`src/rtl/apl_pkg.sv`:
```
// apl_pkg: shared types and constants of the audio peak limiter
// beat structs, register codes, fixed-point constants and multiplier request type
// no dependencies
package apl_pkg;

    localparam int SAMPLE_BITS = 24;
    localparam int ENV_SHIFT   = 32 - SAMPLE_BITS;
    localparam int COEF_MAX    = 24;
    localparam int APB_ADDR_W  = 4;

    localparam int MUL_A_W = 32;
    localparam int MUL_B_W = COEF_MAX + 1;
    localparam int MUL_P_W = MUL_A_W + MUL_B_W;

    localparam logic [1:0] REG_THRESHOLD = 2'd0;
    localparam logic [1:0] REG_ATTACK    = 2'd1;
    localparam logic [1:0] REG_RELEASE   = 2'd2;

    localparam logic signed [15:0] THR_RESET     = -16'sd256;
    localparam logic [COEF_MAX-1:0] ATTACK_RESET  = 24'd64186;
    localparam logic [COEF_MAX-1:0] RELEASE_RESET = 24'd65522;

    localparam logic [31:0]        ENV_FLOOR    = 32'd2;
    localparam logic signed [17:0] DB_FLOOR     = -18'sd25600;
    localparam logic [14:0]        GAIN_MIN_MAG = 15'd24576;
    localparam logic [15:0]        LIN_UNITY    = 16'd32768;

    localparam logic [MUL_B_W-1:0] LOG_CORR        = 25'd22708;
    localparam logic [MUL_B_W-1:0] DB_PER_LOG2     = 25'd394566;
    localparam logic [MUL_B_W-1:0] SLOPE_Q16       = 25'd62259;
    localparam logic [MUL_B_W-1:0] LOG2_10_OVER_20 = 25'd10885;
    localparam logic [MUL_B_W-1:0] EXP_CORR        = 25'd22486;

    typedef struct packed {
        logic signed [SAMPLE_BITS-1:0] sample_in;
        logic                          block_end;
    } apl_in_t;

    typedef struct packed {
        logic signed [SAMPLE_BITS-1:0] sample_out;
        logic signed [15:0]            gain_db;
        logic                          block_end_out;
    } apl_out_t;

    typedef struct packed {
        logic               en;
        logic [MUL_A_W-1:0] a;
        logic [MUL_B_W-1:0] b;
    } apl_mul_req_t;

endpackage

```
`src/rtl/apl_mul.sv`:
```
// apl_mul: shared unsigned multiplier with registered product
// loads a new product whenever the sequencer requests one
// depends on apl_pkg
module apl_mul (
    input  logic                             aclk,
    input  apl_pkg::apl_mul_req_t            req,
    output logic [apl_pkg::MUL_P_W-1:0]      prod
);
    import apl_pkg::*;

    logic [MUL_P_W-1:0] prod_reg;

    always_ff @(posedge aclk) begin
        if (req.en) begin
            prod_reg <= MUL_P_W'(req.a) * MUL_P_W'(req.b);
        end
    end

    assign prod = prod_reg;

endmodule

```
`src/rtl/apl_regs.sv`:
```
// apl_regs: apb configuration registers of the peak limiter
// threshold and the two envelope coefficients, readable and writable
// depends on apl_pkg
module apl_regs #(
    parameter int COEF_BITS = 16
) (
    input  logic                            aclk,
    input  logic                            aresetn,
    input  logic                            psel,
    input  logic                            penable,
    input  logic                            pwrite,
    input  logic [apl_pkg::APB_ADDR_W-1:0]  paddr,
    input  logic [31:0]                     pwdata,
    output logic [31:0]                     prdata,
    output logic                            pready,
    output logic signed [15:0]              threshold,
    output logic [COEF_BITS-1:0]            attack_coef,
    output logic [COEF_BITS-1:0]            release_coef
);
    import apl_pkg::*;

    logic signed [15:0]   thr_reg;
    logic [COEF_BITS-1:0] attack_reg;
    logic [COEF_BITS-1:0] release_reg;
    logic [COEF_MAX-1:0]  wr_coef;
    logic                 wr_en;

    assign wr_en   = psel && penable && pwrite;
    assign wr_coef = {{(COEF_MAX-16){1'b0}}, pwdata[15:0]};

    always_ff @(posedge aclk) begin
        if (!aresetn) begin
            thr_reg     <= THR_RESET;
            attack_reg  <= ATTACK_RESET[COEF_BITS-1:0];
            release_reg <= RELEASE_RESET[COEF_BITS-1:0];
        end else if (wr_en) begin
            case (paddr[3:2])
                REG_THRESHOLD: thr_reg     <= $signed(pwdata[15:0]);
                REG_ATTACK:    attack_reg  <= wr_coef[COEF_BITS-1:0];
                REG_RELEASE:   release_reg <= wr_coef[COEF_BITS-1:0];
                default: ;
            endcase
        end
    end

    always_comb begin
        case (paddr[3:2])
            REG_THRESHOLD: prdata = {{16{thr_reg[15]}}, thr_reg};
            REG_ATTACK:    prdata = 32'(attack_reg);
            REG_RELEASE:   prdata = 32'(release_reg);
            default:       prdata = 32'd0;
        endcase
    end

    assign pready       = 1'b1;
    assign threshold    = thr_reg;
    assign attack_coef  = attack_reg;
    assign release_coef = release_reg;

endmodule

```
`src/rtl/apl_seq.sv`:
```
// apl_seq: sequencer and datapath registers of the peak limiter
// steps envelope, log, gain, exp and scaling through the shared multiplier
// depends on apl_pkg and the product of apl_mul
module apl_seq #(
    parameter int COEF_BITS = 16
) (
    input  logic                            aclk,
    input  logic                            aresetn,
    input  logic                            s_valid,
    output logic                            s_ready,
    input  apl_pkg::apl_in_t                s_data,
    output logic                            m_valid,
    input  logic                            m_ready,
    output apl_pkg::apl_out_t               m_data,
    input  logic signed [15:0]              threshold,
    input  logic [COEF_BITS-1:0]            attack_coef,
    input  logic [COEF_BITS-1:0]            release_coef,
    output apl_pkg::apl_mul_req_t           mul_req,
    input  logic [apl_pkg::MUL_P_W-1:0]     prod
);
    import apl_pkg::*;

    localparam int SB = SAMPLE_BITS;

    localparam logic [4:0] S_IDLE  = 5'd0;
    localparam logic [4:0] S_ENV0  = 5'd1;
    localparam logic [4:0] S_ENV1  = 5'd2;
    localparam logic [4:0] S_ENV2  = 5'd3;
    localparam logic [4:0] S_NORM  = 5'd4;
    localparam logic [4:0] S_LOG0  = 5'd5;
    localparam logic [4:0] S_LOG1  = 5'd6;
    localparam logic [4:0] S_LOG2  = 5'd7;
    localparam logic [4:0] S_LOG3  = 5'd8;
    localparam logic [4:0] S_LOG4  = 5'd9;
    localparam logic [4:0] S_GAIN0 = 5'd10;
    localparam logic [4:0] S_GAIN1 = 5'd11;
    localparam logic [4:0] S_GAIN2 = 5'd12;
    localparam logic [4:0] S_EXP0  = 5'd13;
    localparam logic [4:0] S_EXP1  = 5'd14;
    localparam logic [4:0] S_EXP2  = 5'd15;
    localparam logic [4:0] S_EXP3  = 5'd16;
    localparam logic [4:0] S_EXP4  = 5'd17;
    localparam logic [4:0] S_OUT0  = 5'd18;
    localparam logic [4:0] S_OUT1  = 5'd19;

    logic [4:0]          state_reg, state_next;
    logic [31:0]         env_reg, env_next;
    logic                m_valid_reg, m_valid_next;
    apl_out_t            m_data_reg, m_data_next;

    logic                sign_reg, sign_next;
    logic [SB-1:0]       mag_reg, mag_next;
    logic [31:0]         x_reg, x_next;
    logic                blk_reg, blk_next;
    logic [MUL_P_W-1:0]  acc_reg, acc_next;
    logic [31:0]         w_reg, w_next;
    logic [4:0]          p_reg, p_next;
    logic [2:0]          k_reg, k_next;
    logic [20:0]         arg_reg, arg_next;
    logic signed [17:0]  db_reg, db_next;
    logic signed [15:0]  gain_reg, gain_next;
    logic [3:0]          n_reg, n_next;
    logic [15:0]         lin_reg, lin_next;

    logic [COEF_BITS-1:0] coef_sel;
    logic [MUL_B_W-1:0]   coef_one;
    logic [MUL_B_W-1:0]   coef_inv;
    logic [MUL_P_W:0]     env_sum;
    logic [31:0]          env_new;
    logic [4:0]           sh;
    logic [31:0]          top_mask;
    logic                 top_zero;
    logic [15:0]          f_val;
    logic [16:0]          prod_hi;
    logic [15:0]          corr16;
    logic [16:0]          fp;
    logic [20:0]          log_int;
    logic [MUL_P_W-1:0]   db_round;
    logic [16:0]          db_mag;
    logic signed [17:0]   thr_ext;
    logic signed [17:0]   diff;
    logic [MUL_P_W-1:0]   g_round;
    logic [15:0]          g_mag;
    logic [14:0]          gm_sat;
    logic [MUL_P_W-1:0]   t_round;
    logic [19:0]          t_val;
    logic [16:0]          u_val;
    logic [17:0]          v_val;
    logic [18:0]          vsum;
    logic [18:0]          lin_full;
    logic [MUL_P_W-1:0]   o_round;
    logic [SB-1:0]        o_mag;
    logic [SB-1:0]        o_res;
    logic [SB-1:0]        in_mag;

    // envelope update terms
    assign coef_sel = (x_reg > env_reg) ? attack_coef : release_coef;
    assign coef_one = MUL_B_W'(1) << COEF_BITS;
    assign coef_inv = coef_one - MUL_B_W'(coef_sel);
    assign env_sum  = (MUL_P_W+1)'(acc_reg) + (MUL_P_W+1)'(prod)
                    + ((MUL_P_W+1)'(1) << (COEF_BITS-1));
    assign env_new  = env_sum[COEF_BITS +: 32];

    // binary normalize, 16/8/4/2/1
    assign sh       = 5'(5'd16 >> k_reg);
    assign top_mask = ~(32'hFFFF_FFFF >> sh);
    assign top_zero = (w_reg & top_mask) == 32'd0;

    // log2 and db terms
    assign f_val    = w_reg[30:15];
    assign prod_hi  = prod[32:16];
    assign corr16   = prod[31:16];
    assign fp       = 17'(f_val) + 17'(corr16);
    assign log_int  = {~p_reg, 16'd0};
    assign db_round = prod + (MUL_P_W'(1) << 23);
    assign db_mag   = db_round[40:24];

    // gain terms
    assign thr_ext  = {{2{threshold[15]}}, threshold};
    assign diff     = db_reg - thr_ext;
    assign g_round  = prod + MUL_P_W'(32768);
    assign g_mag    = g_round[31:16];
    assign gm_sat   = (g_mag > 16'(GAIN_MIN_MAG)) ? GAIN_MIN_MAG : g_mag[14:0];

    // exp terms
    assign t_round  = prod + MUL_P_W'(128);
    assign t_val    = t_round[27:8];
    assign u_val    = 17'h10000 - 17'(t_val[15:0]);
    assign v_val    = 18'h10000 + 18'(arg_reg[16:0]) - 18'(corr16);
    assign vsum     = 19'(v_val) + (19'(1) << (5'(n_reg) + 5'd1));
    assign lin_full = vsum >> (5'(n_reg) + 5'd2);

    // output scaling
    assign o_round  = prod + MUL_P_W'(16384);
    assign o_mag    = o_round[15 +: SB];
    assign o_res    = sign_reg ? (~o_mag + SB'(1)) : o_mag;

    assign in_mag   = s_data.sample_in[SB-1] ? (~s_data.sample_in + SB'(1))
                                             : s_data.sample_in;

    always_comb begin
        mul_req.en = 1'b0;
        mul_req.a  = '0;
        mul_req.b  = '0;
        case (state_reg)
            S_ENV0: begin
                mul_req.en = 1'b1;
                mul_req.a  = env_reg;
                mul_req.b  = MUL_B_W'(coef_sel);
            end
            S_ENV1: begin
                mul_req.en = 1'b1;
                mul_req.a  = x_reg;
                mul_req.b  = coef_inv;
            end
            S_LOG0: begin
                mul_req.en = 1'b1;
                mul_req.a  = MUL_A_W'(f_val);
                mul_req.b  = MUL_B_W'(17'h10000 - 17'(f_val));
            end
            S_LOG1: begin
                mul_req.en = 1'b1;
                mul_req.a  = MUL_A_W'(prod_hi);
                mul_req.b  = LOG_CORR;
            end
            S_LOG3: begin
                mul_req.en = 1'b1;
                mul_req.a  = MUL_A_W'(arg_reg);
                mul_req.b  = DB_PER_LOG2;
            end
            S_GAIN1: begin
                mul_req.en = 1'b1;
                mul_req.a  = MUL_A_W'(arg_reg);
                mul_req.b  = SLOPE_Q16;
            end
            S_EXP0: begin
                mul_req.en = 1'b1;
                mul_req.a  = MUL_A_W'(arg_reg);
                mul_req.b  = LOG2_10_OVER_20;
            end
            S_EXP2: begin
                mul_req.en = 1'b1;
                mul_req.a  = MUL_A_W'(arg_reg[16:0]);
                mul_req.b  = MUL_B_W'(17'h10000 - arg_reg[16:0]);
            end
            S_EXP3: begin
                mul_req.en = 1'b1;
                mul_req.a  = MUL_A_W'(prod_hi);
                mul_req.b  = EXP_CORR;
            end
            S_OUT0: begin
                mul_req.en = 1'b1;
                mul_req.a  = MUL_A_W'(mag_reg);
                mul_req.b  = MUL_B_W'(lin_reg);
            end
            default: ;
        endcase
    end

    always_comb begin
        state_next   = state_reg;
        env_next     = env_reg;
        m_valid_next = m_valid_reg && !m_ready;
        m_data_next  = m_data_reg;
        sign_next    = sign_reg;
        mag_next     = mag_reg;
        x_next       = x_reg;
        blk_next     = blk_reg;
        acc_next     = acc_reg;
        w_next       = w_reg;
        p_next       = p_reg;
        k_next       = k_reg;
        arg_next     = arg_reg;
        db_next      = db_reg;
        gain_next    = gain_reg;
        n_next       = n_reg;
        lin_next     = lin_reg;
        case (state_reg)
            S_IDLE: begin
                if (s_valid) begin
                    sign_next  = s_data.sample_in[SB-1];
                    mag_next   = in_mag;
                    x_next     = 32'(in_mag) << ENV_SHIFT;
                    blk_next   = s_data.block_end;
                    state_next = S_ENV0;
                end
            end
            S_ENV0: state_next = S_ENV1;
            S_ENV1: begin
                acc_next   = prod;
                state_next = S_ENV2;
            end
            S_ENV2: begin
                env_next = env_new;
                if (env_new <= ENV_FLOOR) begin
                    db_next    = DB_FLOOR;
                    state_next = S_GAIN0;
                end else begin
                    w_next     = env_new;
                    p_next     = 5'd31;
                    k_next     = 3'd0;
                    state_next = S_NORM;
                end
            end
            S_NORM: begin
                if (top_zero) begin
                    w_next = w_reg << sh;
                    p_next = p_reg - sh;
                end
                k_next = k_reg + 3'd1;
                if (k_reg == 3'd4) begin
                    state_next = S_LOG0;
                end
            end
            S_LOG0: state_next = S_LOG1;
            S_LOG1: state_next = S_LOG2;
            S_LOG2: begin
                if (21'(fp) >= log_int) begin
                    db_next    = 18'sd0;
                    state_next = S_GAIN0;
                end else begin
                    arg_next   = log_int - 21'(fp);
                    state_next = S_LOG3;
                end
            end
            S_LOG3: state_next = S_LOG4;
            S_LOG4: begin
                db_next    = $signed(18'd0 - {1'b0, db_mag});
                state_next = S_GAIN0;
            end
            S_GAIN0: begin
                if (db_reg > thr_ext) begin
                    arg_next   = 21'(diff[16:0]);
                    state_next = S_GAIN1;
                end else begin
                    gain_next  = 16'sd0;
                    lin_next   = LIN_UNITY;
                    state_next = S_OUT0;
                end
            end
            S_GAIN1: state_next = S_GAIN2;
            S_GAIN2: begin
                gain_next  = $signed(16'd0 - 16'(gm_sat));
                arg_next   = 21'(gm_sat);
                state_next = S_EXP0;
            end
            S_EXP0: state_next = S_EXP1;
            S_EXP1: begin
                n_next     = t_val[19:16];
                arg_next   = 21'(u_val);
                state_next = S_EXP2;
            end
            S_EXP2: state_next = S_EXP3;
            S_EXP3: state_next = S_EXP4;
            S_EXP4: begin
                lin_next   = lin_full[15:0];
                state_next = S_OUT0;
            end
            S_OUT0: state_next = S_OUT1;
            S_OUT1: begin
                if (!m_valid_reg || m_ready) begin
                    m_valid_next              = 1'b1;
                    m_data_next.sample_out    = $signed(o_res);
                    m_data_next.gain_db       = gain_reg;
                    m_data_next.block_end_out = blk_reg;
                    state_next                = S_IDLE;
                end
            end
            default: state_next = S_IDLE;
        endcase
    end

    always_ff @(posedge aclk) begin
        if (!aresetn) begin
            state_reg   <= S_IDLE;
            env_reg     <= 32'd0;
            m_valid_reg <= 1'b0;
        end else begin
            state_reg   <= state_next;
            env_reg     <= env_next;
            m_valid_reg <= m_valid_next;
        end
    end

    always_ff @(posedge aclk) begin
        m_data_reg <= m_data_next;
        sign_reg   <= sign_next;
        mag_reg    <= mag_next;
        x_reg      <= x_next;
        blk_reg    <= blk_next;
        acc_reg    <= acc_next;
        w_reg      <= w_next;
        p_reg      <= p_next;
        k_reg      <= k_next;
        arg_reg    <= arg_next;
        db_reg     <= db_next;
        gain_reg   <= gain_next;
        n_reg      <= n_next;
        lin_reg    <= lin_next;
    end

    assign s_ready = (state_reg == S_IDLE);
    assign m_valid = m_valid_reg;
    assign m_data  = m_data_reg;

    a_accept_starts: assert property (@(posedge aclk) disable iff (!aresetn)
        (s_valid && s_ready) |=> (state_reg == S_ENV0))
        else $error("accepted beat did not start the envelope update");

    a_result_from_last_step: assert property (@(posedge aclk) disable iff (!aresetn)
        $rose(m_valid) |-> ($past(state_reg) == S_OUT1))
        else $error("result raised outside the final step");

    a_db_not_positive: assert property (@(posedge aclk) disable iff (!aresetn)
        (state_reg == S_GAIN0) |-> (db_reg <= 18'sd0))
        else $error("envelope level above full scale");

    a_gain_in_range: assert property (@(posedge aclk) disable iff (!aresetn)
        (state_reg == S_OUT0) |->
            (gain_reg <= 16'sd0 && gain_reg >= -16'sd24576 && lin_reg <= LIN_UNITY))
        else $error("gain or linear factor out of range");

endmodule

```
`src/rtl/audio_peak_limiter.sv`:
```
// audio_peak_limiter: feed-forward peak limiter, top level
// one beat at a time: the next beat waits until the last result is in m_data
// its steps follow the chain of dependent products through the one shared multiplier
// floor-level envelope is fastest; full limiting with a five-step normalize is slowest
// synchronous active-low reset: envelope zero, registers to defaults, output empty
// depends on apl_pkg, apl_regs, apl_mul, apl_seq
module audio_peak_limiter #(
    parameter int COEF_BITS = 16
) (
    input  logic                            aclk,
    input  logic                            aresetn,
    input  logic                            s_valid,
    output logic                            s_ready,
    input  apl_pkg::apl_in_t                s_data,
    output logic                            m_valid,
    input  logic                            m_ready,
    output apl_pkg::apl_out_t               m_data,
    input  logic                            psel,
    input  logic                            penable,
    input  logic                            pwrite,
    input  logic [apl_pkg::APB_ADDR_W-1:0]  paddr,
    input  logic [31:0]                     pwdata,
    output logic [31:0]                     prdata,
    output logic                            pready
);
    import apl_pkg::*;

    logic signed [15:0]   threshold;
    logic [COEF_BITS-1:0] attack_coef;
    logic [COEF_BITS-1:0] release_coef;
    apl_mul_req_t         mul_req;
    logic [MUL_P_W-1:0]   prod;

    apl_regs #(
        .COEF_BITS (COEF_BITS)
    ) u_regs (
        .aclk         (aclk),
        .aresetn      (aresetn),
        .psel         (psel),
        .penable      (penable),
        .pwrite       (pwrite),
        .paddr        (paddr),
        .pwdata       (pwdata),
        .prdata       (prdata),
        .pready       (pready),
        .threshold    (threshold),
        .attack_coef  (attack_coef),
        .release_coef (release_coef)
    );

    apl_mul u_mul (
        .aclk (aclk),
        .req  (mul_req),
        .prod (prod)
    );

    apl_seq #(
        .COEF_BITS (COEF_BITS)
    ) u_seq (
        .aclk         (aclk),
        .aresetn      (aresetn),
        .s_valid      (s_valid),
        .s_ready      (s_ready),
        .s_data       (s_data),
        .m_valid      (m_valid),
        .m_ready      (m_ready),
        .m_data       (m_data),
        .threshold    (threshold),
        .attack_coef  (attack_coef),
        .release_coef (release_coef),
        .mul_req      (mul_req),
        .prod         (prod)
    );

endmodule
```
`config.mk`:
```
export PLATFORM = sky130hd
export DESIGN_NAME = audio_peak_limiter
export DESIGN_NICKNAME = d
export VERILOG_FILES = /design/src/rtl/apl_pkg.sv /design/src/rtl/apl_mul.sv /design/src/rtl/apl_regs.sv /design/src/rtl/apl_seq.sv /design/src/rtl/audio_peak_limiter.sv
export SDC_FILE = /design/constraint.sdc
export NUM_CORES = 2
export LEC_CHECK = 0
export BUFFER_PORTS_ARGS = -buffer_cell sky130_fd_sc_hd__buf_2
export CORE_MARGIN = 3
export CORE_UTILIZATION = 50
export CTS_BUF_LIST = sky130_fd_sc_hd__clkbuf_8
export CTS_CLUSTER_SIZE = 8
export DETAILED_ROUTE_END_ITERATION = 16
export PLACE_DENSITY = 0.66
export SLEW_MARGIN = 20
export SYNTH_ARGS = -nofsm -noshare
export SYNTH_HDL_FRONTEND = slang
export SYNTH_HIERARCHICAL = 1
export SYNTH_SLANG_ARGS = --single-unit
```
`constraint.sdc`:
```
create_clock -name aclk -period 10.95 [get_ports aclk]
set_clock_uncertainty 0.05 [all_clocks]
set_input_delay 1.6425 -clock aclk [delete_from_list [all_inputs] [get_ports aclk]]
set_output_delay 1.6425 -clock aclk [all_outputs]
set_load 0.05 [all_outputs]
```
==> metrics.txt <==
status=finished clean; Post-Route WL=182.8 mm; initial antenna violation count=17; worst skew pair latency=720 ps; core area=105900 µm²; vias per cell=5.915; Req. time, crit path=11460 ps; maximum buffer depth of the clock tree=3; startpoint type of the worst setup path=flop; Mapped Nets=7178; I/O pins=144; Routed Antenna Nets=0; cts bufs inserted=61; IO Port Bufs=124; Reg2Reg Setup Slack=290 ps; final-report hold violation count=0; pin count of the biggest net entering global routing=110; Die X=333.7 µm; Slew HR=0.1930; H-Tree Depth=2; PwrDens=115.0 nW/µm²; Die Y=333.7 µm; final setup fails=0; root buffer cell=clkbuf_8; num rows=119; CP max-delay cell=fa_1; Die ar.=111300 µm²; Tot Pwr=6.624 mW; detailed-route via count=44630; critical path class=flop to flop; Cells after Synth=6074; Max Cap Violations=0; Synth warnings=6; VDD IR max=86.18 µV; total gr overflow=0; global-route wire length before repair=276.7 mm; DRT Pass-1 Iters=9; Period minus WS final=10660 ps; synthesized cell area=53690 µm²; WL per Instance=24.23 µm; hold crit path type=flop to flop; Setup WS pre-CTS=257.9 ps; CP dominant cell by count=fa_1; placed cells=7420; HPWL Detailed=143.3 mm; CP arrival=11170 ps; slowest stage delay, CP=550 ps; hold buffers post-CTS=0; Setup TNS=0 ps; fin cells=7545; Slew Viols, Final=0; All-Layer GR Usage=0.3280; Final nets=7196; gpl congestion=1.021; fin crit share=0.9738; Slew @ Worst Pin=1205 ps; leakage=26.06 nW; Post-route DRC=0; fraction of layout cells with a size suffix above 1=0.08092; clk slew on worst S/H paths=60 ps; nature of the critical path endpoint=flop; Initial Util=0.5072; RSZ-0062 raised after global routing=yes; CTS sink cnt=364; P&R area growth vs syn=7.276%; Mean Syn Cell Area=8.839 µm²; CTS tree=yes; vias in the first global route=45020; 1st-iter DRT viols=4142; final setup margin=287.4 ps; Setup Buffers After CTS=0; Max FO, Critical Path=20; Peak Freq=93.79 MHz
## critical path: cells and delay by family, from the launching register on
kind / cells / cell delay [ps]
AO/OA/AOI/OAI: 9 / 2520
XOR/XNOR: 1 / 220
adder cells (fa/ha/maj): 9 / 4320
buffers and inverters: 10 / 1400
flip-flops: 1 / 480
AND/OR/NAND/NOR: 8 / 1500
## per-layer routing
metal / wire (µm) / track usage
met2: 83760 / 0.5312
met5: 27 / 0
met4: 12560 / 0.1918
met1: 71270 / 0.4154
met3: 15210 / 0.05537
## where the power goes
group | switching [mW] | total (mW) | internal (mW) | leakage, nW
clock network | 0.603 | 1.32 | 0.715 | 0.757
logic | 2.33 | 3.55 | 1.21 | 22.1
registers | 0.107 | 1.76 | 1.65 | 3.18
total | 3.04 | 6.62 | 3.58 | 26.1
## placed cells by master (no fill, tap or decap), types with 50 or more instances in the layout
| cell type | n |
|---|---|
| xor2_1 | 91 |
| nor2b_1 | 52 |
| ha_1 | 371 |
| edfxtp_1 | 278 |
| xnor2_1 | 217 |
| inv_1 | 918 |
| buf_2 | 123 |
| nor2_1 | 253 |
| dfxtp_1 | 86 |
| a21oi_1 | 246 |
| o21ai_0 | 166 |
| a21o_1 | 68 |
| nand3_1 | 111 |
| a22oi_1 | 50 |
| and2_1 | 452 |
| mux2i_1 | 146 |
| buf_4 | 147 |
| clkbuf_8 | 69 |
| fa_1 | 665 |
| nand2_1 | 767 |
| nor3_1 | 75 |
## metrics by stage
stage / instance area, µm² / utilization / hold slack [ps]
finish: 57600 / 0.5441 / 365.3
floorplan: 53690 / - / 350.3
CTS: 57500 / 0.5431 / 369.4
global route: 57570 / 0.5438 / 375.3
detailed placement: 56210 / 0.5310 / 354.5
global placement: 56210 / 0.5309 / 352.3
## timing repair
item | 4_1_cts | 5_1_grt
resized for setup | 0 | 9
endpoints found under the hold margin | 0 | 0
endpoints found under the setup margin | 0 | 9
## worst paths after layout
kind / startpoint / endpoint / cells past startpoint
max: u_seq/x_reg[21] / u_mul/prod[46] / 37
min: u_seq/gain_reg[3] / u_seq/m_data[4] / 0
max reg2reg: u_seq/x_reg[21] / u_mul/prod[46] / 37
min reg2reg: u_seq/gain_reg[3] / u_seq/m_data[4] / 0
## area by class of cell
class / instances / area, µm²
tap: 1391 / 1740
multi-input combinational: 4481 / 39070
clock inverter: 44 / 340.3
fill: 9803 / 48270
timing repair buffer: 285 / 2019
inverter: 899 / 3374
clock buffer: 69 / 949.7
sequential: 364 / 10070
antenna: 12 / 30.03
Note: power is estimated with default switching activity, not from simulation.
